### src/hw/rtl/erd_pkg.sv
package erd_pkg;

  typedef enum logic [2:0] {
    ST_IDLE,
    ST_REQ,
    ST_SCAN,
    ST_SEL,
    ST_MOVE,
    ST_DONE
  } state_t;

  typedef enum logic [1:0] {
    REQ_NONE = 2'd0,
    REQ_UP   = 2'd1,
    REQ_DOWN = 2'd2,
    REQ_BOTH = 2'd3
  } req_t;

  typedef enum logic [1:0] {
    DIR_NONE = 2'd0,
    DIR_UP   = 2'd1,
    DIR_DOWN = 2'd2
  } dir_t;

  typedef enum logic [1:0] {
    MODE_WAITING  = 2'd0,
    MODE_UPDATING = 2'd1,
    MODE_MOVING   = 2'd2,
    MODE_REACHED  = 2'd3
  } mode_t;

  localparam logic [1:0] FUNC_ADD    = 2'd0;
  localparam logic [1:0] FUNC_SELECT = 2'd1;
  localparam logic [1:0] FUNC_MOVE   = 2'd2;

  localparam logic [1:0] KIND_UP    = 2'd0;
  localparam logic [1:0] KIND_DOWN  = 2'd1;
  localparam logic [1:0] KIND_CABIN = 2'd2;
  localparam logic [1:0] KIND_BAD   = 2'd3;

endpackage

### src/hw/rtl/erd_ram.sv
module erd_ram #(
  parameter int WIDTH = 2,
  parameter int DEPTH = 16
) (
  input  logic                     clk,
  input  logic                     we,
  input  logic [$clog2(DEPTH)-1:0] waddr,
  input  logic [WIDTH-1:0]         wdata,
  input  logic [$clog2(DEPTH)-1:0] raddr,
  output logic [WIDTH-1:0]         rdata
);

  logic [WIDTH-1:0] mem [DEPTH];

  always_ff @(posedge clk) begin
    if (we) begin
      mem[waddr] <= wdata;
    end
    rdata <= mem[raddr];
  end

endmodule

### src/hw/rtl/elevator_request_dispatch.sv
// Elevator request dispatch: one word in gives one word out. The per-floor
// request table sits in a small RAM with a valid bit per floor, so it reads
// as empty right after reset with no clearing pass. An add request reads the
// table, then merges and writes back; a move steps the car; and a select has
// the sequencer sweep the table once, one floor per cycle through the RAM read
// port, while a single subtract/compare unit tracks the nearest pending floor,
// the lowest up call at or above the car and the highest down call at or below
// it. The block takes a new word only after the previous result has been taken.
// A write on the configuration port moves the car to the floor on cfg_data,
// clamped to the top floor.
module elevator_request_dispatch #(
  parameter int FLOORS = 16
) (
  input  logic       clk,
  input  logic       rst,
  input  logic       cfg_we,
  input  logic [3:0] cfg_data,
  input  logic       in_valid,
  output logic       in_ready,
  input  logic [1:0] func,
  input  logic [3:0] req_floor,
  input  logic [1:0] req_kind,
  output logic       out_valid,
  input  logic       out_ready,
  output logic       doors_open,
  output logic       retarget_wanted,
  output logic       target_valid,
  output logic [3:0] target_floor,
  output logic [3:0] car_floor,
  output logic       arrived,
  output logic       keep_moving,
  output logic       ignored
);
  import erd_pkg::*;

  localparam int FW = $clog2(FLOORS);
  localparam int CW = ((FW > 4) ? FW : 4) + 1;
  localparam logic [CW-1:0] FLOORS_C = CW'(FLOORS);
  localparam logic [CW-1:0] LAST_C   = CW'(FLOORS - 1);
  localparam logic [FW-1:0] LAST     = LAST_C[FW-1:0];

  state_t state, state_next;
  mode_t  mode;
  dir_t   dir;
  logic   goal_vld;
  logic [FW-1:0] goal;
  logic [FW-1:0] car;
  logic [FLOORS-1:0] req_vld;

  logic [1:0]    kind_q;
  logic [FW-1:0] fl_q;
  logic [FW-1:0] tfloor_q;

  logic [FW-1:0] scan_idx;
  logic          rd_vld;
  logic          up_found, dn_found, nr_found;
  logic [FW-1:0] up_floor, dn_floor, nr_floor, best_dist;

  // RAM port
  logic          ram_we;
  logic [FW-1:0] raddr;
  logic [1:0]    rdata;
  req_t          entry;

  // shared subtract/compare unit
  logic [FW-1:0] cmp_a, cmp_b;
  logic [FW:0]   diff, diff_neg;
  logic          a_ge_b, a_eq_b;
  logic [FW-1:0] span;

  logic [CW-1:0] req_floor_c, cfg_c, car_c, tfloor_c;
  logic [FW-1:0] fl_in, cfg_clamped;
  logic          bad_req;

  req_t          want, base, merged;
  logic          at_car;
  logic [FW-1:0] pick;
  logic [FW-1:0] car_step;

  assign req_floor_c = CW'(req_floor);
  assign fl_in       = req_floor_c[FW-1:0];
  assign bad_req     = (req_kind == KIND_BAD) || (req_floor_c >= FLOORS_C);
  assign cfg_c       = CW'(cfg_data);
  assign cfg_clamped = (cfg_c >= FLOORS_C) ? LAST : cfg_c[FW-1:0];

  assign in_ready  = (state == ST_IDLE);
  assign out_valid = (state == ST_DONE);

  assign car_c        = CW'(car);
  assign car_floor    = car_c[3:0];
  assign tfloor_c     = CW'(tfloor_q);
  assign target_floor = tfloor_c[3:0];

  erd_ram #(
    .WIDTH(2),
    .DEPTH(FLOORS)
  ) u_table (
    .clk  (clk),
    .we   (ram_we),
    .waddr(fl_q),
    .wdata(merged),
    .raddr(raddr),
    .rdata(rdata)
  );

  // a floor never written since reset or cleared on arrival reads as none
  assign entry = rd_vld ? req_t'(rdata) : REQ_NONE;

  always_comb begin
    if (state == ST_SCAN) begin
      raddr = scan_idx + FW'(1);
    end else if (func == FUNC_ADD) begin
      raddr = fl_in;
    end else begin
      raddr = '0;
    end
  end

  always_comb begin
    cmp_b = car;
    case (state)
      ST_REQ:  cmp_a = fl_q;
      ST_SCAN: cmp_a = scan_idx;
      ST_SEL:  cmp_a = pick;
      ST_MOVE: begin
        cmp_a = car_step;
        cmp_b = goal;
      end
      default: cmp_a = fl_q;
    endcase
  end

  assign diff     = {1'b0, cmp_a} - {1'b0, cmp_b};
  assign diff_neg = '0 - diff;
  assign a_ge_b   = ~diff[FW];
  assign a_eq_b   = (cmp_a == cmp_b);
  assign span     = a_ge_b ? diff[FW-1:0] : diff_neg[FW-1:0];

  // request merge
  always_comb begin
    case (kind_q)
      KIND_UP:   want = REQ_UP;
      KIND_DOWN: want = REQ_DOWN;
      default:   want = a_ge_b ? REQ_UP : REQ_DOWN;
    endcase
    at_car = ((mode == MODE_WAITING) || (mode == MODE_REACHED)) && a_eq_b;
    base   = at_car ? REQ_NONE : entry;
    if (base == want) begin
      merged = base;
    end else if (base == REQ_NONE) begin
      merged = want;
    end else begin
      merged = REQ_BOTH;
    end
  end

  assign ram_we = (state == ST_REQ);

  // target choice after the sweep
  always_comb begin
    case (dir)
      DIR_UP:   pick = up_found ? up_floor : (dn_found ? dn_floor : nr_floor);
      DIR_DOWN: pick = dn_found ? dn_floor : (up_found ? up_floor : nr_floor);
      default:  pick = nr_floor;
    endcase
  end

  always_comb begin
    if ((dir == DIR_UP) && (car != LAST)) begin
      car_step = car + FW'(1);
    end else if ((dir == DIR_DOWN) && (car != '0)) begin
      car_step = car - FW'(1);
    end else begin
      car_step = car;
    end
  end

  always_ff @(posedge clk) begin
    if (rst) begin
      state <= ST_IDLE;
    end else begin
      state <= state_next;
    end
  end

  always_comb begin
    state_next = state;
    case (state)
      ST_IDLE: begin
        if (in_valid) begin
          case (func)
            FUNC_ADD:    state_next = bad_req ? ST_DONE : ST_REQ;
            FUNC_SELECT: state_next = ST_SCAN;
            FUNC_MOVE:   state_next = ST_MOVE;
            default:     state_next = ST_DONE;
          endcase
        end
      end
      ST_REQ:  state_next = ST_DONE;
      ST_SCAN: state_next = (scan_idx == LAST) ? ST_SEL : ST_SCAN;
      ST_SEL:  state_next = ST_DONE;
      ST_MOVE: state_next = ST_DONE;
      ST_DONE: state_next = out_ready ? ST_IDLE : ST_DONE;
      default: state_next = ST_IDLE;
    endcase
  end

  always_ff @(posedge clk) begin
    rd_vld <= req_vld[raddr];
  end

  always_ff @(posedge clk) begin
    if (rst) begin
      mode     <= MODE_WAITING;
      dir      <= DIR_NONE;
      goal_vld <= 1'b0;
      car      <= '0;
      req_vld  <= '0;
    end else begin
      if (cfg_we) begin
        car <= cfg_clamped;
      end
      case (state)
        ST_IDLE: begin
          if (in_valid) begin
            fl_q            <= fl_in;
            kind_q          <= req_kind;
            doors_open      <= 1'b0;
            retarget_wanted <= 1'b0;
            target_valid    <= 1'b0;
            tfloor_q        <= '0;
            arrived         <= 1'b0;
            keep_moving     <= 1'b0;
            ignored         <= (func == FUNC_ADD) ? bad_req :
                               ((func != FUNC_SELECT) && (func != FUNC_MOVE));
            scan_idx        <= '0;
            up_found        <= 1'b0;
            dn_found        <= 1'b0;
            nr_found        <= 1'b0;
          end
        end
        ST_REQ: begin
          doors_open      <= at_car;
          retarget_wanted <= (base != want);
          req_vld[fl_q]   <= 1'b1;
        end
        ST_SCAN: begin
          // lowest up call at or above the car
          if (entry[0] && a_ge_b && !up_found) begin
            up_found <= 1'b1;
            up_floor <= scan_idx;
          end
          // highest down call at or below the car: keep overwriting
          if (entry[1] && (!a_ge_b || a_eq_b)) begin
            dn_found <= 1'b1;
            dn_floor <= scan_idx;
          end
          // strict compare lets the lower floor win a tie
          if ((entry != REQ_NONE) && (!nr_found || (span < best_dist))) begin
            nr_found  <= 1'b1;
            nr_floor  <= scan_idx;
            best_dist <= span;
          end
          scan_idx <= scan_idx + FW'(1);
        end
        ST_SEL: begin
          if (!nr_found) begin
            mode <= MODE_WAITING;
          end else begin
            mode         <= MODE_UPDATING;
            goal_vld     <= 1'b1;
            goal         <= pick;
            target_valid <= 1'b1;
            tfloor_q     <= pick;
            if (a_eq_b) begin
              dir <= DIR_NONE;
            end else if (a_ge_b) begin
              dir <= DIR_UP;
            end else begin
              dir <= DIR_DOWN;
            end
          end
        end
        ST_MOVE: begin
          if ((mode != MODE_UPDATING) && (mode != MODE_MOVING)) begin
            ignored <= 1'b1;
          end else begin
            car <= car_step;
            if (goal_vld && a_eq_b) begin
              mode              <= MODE_REACHED;
              req_vld[car_step] <= 1'b0;
              goal_vld          <= 1'b0;
              arrived           <= 1'b1;
            end else begin
              mode        <= MODE_MOVING;
              keep_moving <= 1'b1;
            end
          end
        end
        default: begin
        end
      endcase
    end
  end

endmodule
### config.mk
export PLATFORM = sky130hd
export DESIGN_NAME = elevator_request_dispatch
export DESIGN_NICKNAME = d
export VERILOG_FILES = /design/src/hw/rtl/erd_pkg.sv /design/src/hw/rtl/erd_ram.sv /design/src/hw/rtl/elevator_request_dispatch.sv
export SDC_FILE = /design/constraint.sdc
export NUM_CORES = 1
export LEC_CHECK = 0
export CORE_ASPECT_RATIO = 0.75
export CORE_MARGIN = 2
export CORE_UTILIZATION = 30
export CTS_BUF_LIST = sky130_fd_sc_hd__clkbuf_4 sky130_fd_sc_hd__clkbuf_8
export DETAILED_ROUTE_END_ITERATION = 6
export DONT_BUFFER_PORTS = 1
export GPL_TIMING_DRIVEN = 0
export PLACE_DENSITY = 0.5
export SKIP_CTS_REPAIR_TIMING = 1
export SYNTH_ARGS = -nofsm -noshare
export SYNTH_HDL_FRONTEND = slang
export SYNTH_HIERARCHICAL = 1
export SYNTH_SLANG_ARGS = --single-unit
export TNS_END_PERCENT = 5
### constraint.sdc
create_clock -name clk -period 7.6 [get_ports clk]
set_input_delay 1.52 -clock clk [delete_from_list [all_inputs] [get_ports clk]]
set_output_delay 1.52 -clock clk [all_outputs]
set_load 0.02 [all_outputs]
==> impl_results.md <==
- Nets in the synthesized netlist: 538
- Detailed-route via count: 3984
- Main flop type after synthesis: edfxtp_1
- IO Pins: 33
- Flop-to-flop setup slack: 1.40 ns
- Largest net degree at the start of global routing: 18
- Global-route wire length before repair: 22500 microns
- Crit path arrival time: 6.23 ns
- Number of warnings printed during yosys synthesis: 6
- Clock edge transition at the registers on the reported setup and hold paths: 0.10 ns
- Post-synth top area cell: edfxtp_1
- Antenna violation net count after detailed routing: 0
- R2r endpoint: best_dist[3]
- Residual DRC count: 0
- Share of synthesized registers carrying an async set or reset: 0%
- Type of element capturing the critical path: register
- Min Clock Period, post-route: 6.20 ns
- Tightest slew margin relative to the limit: 27.6%
- Insertion delay of the later-clocked pin in the worst-skew pair: 0.40 ns
- Avg Inst Size Synth: 10.9 sq um
- H-Tree Depth: 3
- Final Hold Viols: 0
- Number of sinks driven by the clock tree: 106
- Area share of the leading cell type in the synthesized netlist: 40.9%
- Maximum buffer depth of the clock tree: 2
- Fraction of the yosys area taken by sequential cells: 52.2%
- Power Dens Cells: 217 mW/mm^2
- Initial antenna violation count: 0
- Required time of the critical path: 7.62 ns
- GR Util All Layers: 15.4%
- Post-synth cell types: 57
- Die height: 121 microns
- R2r worst-path depth: 21
- Vias per Instance: 5.23
- CP Max Fanout: 8
- Max-capacitance violation count: 0
- Number of global-route vias before repair: 3959
- Overall die area: 0.0194 sq mm
- Placer congestion estimate: 0.846
- Number of enable flip-flop cells after synthesis: 75
- Clock Skew: 0.0117 ns
- Final-report setup violation count: 0
- Detailed placement HPWL: 10800 microns
- Clock root cell: clkbuf_8
- Grt total ovfl: 0
- Achievable clock frequency: 161 MHz
- Start point of the critical path: car_floor[0]
- Max rail drop VDD: 0.0801 mV
- Final number of max-transition violations: 0
- FP Rows: 42
- Type of the worst setup path: reg -> reg
- Number of filler instances in the final layout: 1766
- RSZ-0062 raised after global routing: false
- Actual slew at the worst max-slew pin: 1.08 ns
- Clock buffers created by TritonCTS: 9
- Detailed-route wire length: 14400 microns
- Start of the worst register-to-register path: car_floor[0]
- Result of the run: completed
- Post-Route Utilization: 33.8%
- Setup_tns: 0 ns
- Setup slack after layout: 1.40 ns
- Synthesis-to-layout area growth: 9.44%
- Horizontal die dimension: 160 microns
- FF/Latch Area: 0.00287 sq mm
- Total iterations of the first detailed-routing run: 5
- Initial drt markers: 247
- Yosys reg bits: 106
- Fraction of layout instances using a drive strength above 1: 7.50%
- Share of the clock period used by the worst path after layout: 81.6%
- Final-layout worst hold slack: 0.502 ns
- Post-route insts no fill: 762
- Initial Util: 30.9%
- Clock tree from TritonCTS: yes
- Path type of the worst min-delay path: reg -> reg
- Antenna fix cells: 0
- Synth Cell Area: 0.00550 sq mm
- # placed instances: 746
- Synth top area cells: edfxtp_1 (41%), dfxtp_1 (11%), mux2i_1 (4.5%), nor2_1 (3.8%), ha_1 (3.6%)
- Critical path destination: best_dist[3]
- Number of standard cells after synthesis: 504
- Combined area of the multi-input logic cells: 0.00243 sq mm
- P_leak: 0.00209 uW
- IO Port Bufs: 0
- Placeable core region: 0.0178 sq mm
- Final net count: 549
- Sort of element at the start of the critical path: register
- Routed wire length per instance: 18.9 microns
- Setup slack after placement: 1.29 ns
-- where the power goes --
group | total (uW) | switching, uW | internal, uW
clock network | 383 | 203 | 180
registers | 678 | 24.6 | 654
logic | 247 | 156 | 91.2
-- kinds of logic (layout without fill, tap and decap cells) --
group                    Yosys count  after routing  share of synthesized area [%]
AO/OA/AOI/OAI                    130            130                           15.8
XOR/XNOR                          13             13                           2.07
adder cells (fa/ha/maj)           17             17                           4.00
buffers and inverters             45             61                           3.68
flip-flops                       106            106                           52.2
multiplexers                      35             35                           8.57
AND/OR/NAND/NOR                  158            158                           13.7
-- per-stage QoR --
stage | instance area, sq um | power [uW]
after floorplan | 5500 | 867
after global placement | 5800 | 935
after detailed placement | 5800 | 939
after CTS | 6020 | 1320
after global routing | 6020 | 1380
final | 6020 | 1310
-- per-layer routing --
metal  global-route usage [%]  routed length [microns]  vias to the layer above
met3                     4.41                      914                       16
li1                         -                        -                     1910
met4                     4.00                      181                        0
met2                     23.6                     6350                      100
met5                        0                        0                        -
met1                     21.4                     6990                     1958
-- worst max-delay path, cell delays in order (launching register included) --
cell	delay [ns]
dfxtp_1	0.46
inv_1	0.22
ha_1	0.23
or3b_1	0.38
a22oi_1	0.26
xnor2_1	0.27
mux2i_1	0.27
a21oi_1	0.12
nor2_1	0.12
ha_1	0.15
inv_1	0.06
fa_1	0.41
a21o_1	0.19
a21oi_1	0.48
o21ai_0	0.22
ha_1	0.30
a21boi_0	0.12
o21a_1	0.19
o21a_1	0.17
o21ai_0	0.22
o211ai_1	0.15
nor3_1	0.85
-- registers in the layout (all words and copies together), names as in the netlist, 3 cells and up --
| register | count |
|---|---|
| req_vld | 16 |
| u_table/mem | 32 |
| best_dist | 4 |
| goal | 4 |
| fl_q | 4 |
| car_floor | 4 |
| target_floor | 4 |
| state | 3 |
| dn_floor | 4 |
| scan_idx | 4 |
| nr_floor | 4 |
| up_floor | 4 |
-- area by class of cell --
class | instances | share of cell area (%)
buffer | 21 | 1.87
multi-input combinational | 353 | 40.3
tap | 242 | 5.03
clock buffer | 10 | 2.29
clock inverter | 6 | 1.31
inverter | 24 | 1.50
sequential | 106 | 47.7
-- worst min-delay path by stage --
stage | endpoint | cells after the start | start | slack (ns)
2_1_floorplan | goal_vld | 2 | goal_vld | 0.46
3_3_place_gp | goal_vld | 2 | goal_vld | 0.48
3_5_place_dp | goal_vld | 2 | goal_vld | 0.48
4_1_cts | goal_vld | 2 | goal_vld | 0.50
5_1_grt | goal_vld | 2 | goal_vld | 0.54
6_report | goal_vld | 2 | goal_vld | 0.50
-- Yosys cell counts (all sizes together), types with 4 or more instances --
library cell / instances
inv: 24
dfxtp: 31
nand3: 13
nand2: 44
a211oi: 5
a311oi: 5
nand2b: 4
clkbuf: 11
a21oi: 31
buf: 10
a31oi: 13
mux4: 8
a22oi: 7
o21ai: 28
o31a: 8
mux2i: 25
nor3: 14
a21o: 6
edfxtp: 75
o211ai: 4
and2: 6
xor2: 6
o21a: 4
xnor2: 7
nor2b: 4
ha: 16
nor2: 56
-- layout by cell type (no fill, tap or decap), drive strengths merged, types with 4 or more instances in the layout --
master  instances
nor2b           4
mux4            8
ha             16
o31a            8
o211ai          4
nand2          44
nand2b          4
xnor2           7
clkbuf         21
dfxtp          31
xor2            6
inv            26
nand3          13
nor2           56
buf            10
a311oi          5
a211oi          5
o21ai          28
a21o            6
mux2i          25
a31oi          13
and2            6
a22oi           7
o21a            4
edfxtp         75
nor3           14
a21oi          31
(Power assumes the default switching activity.)
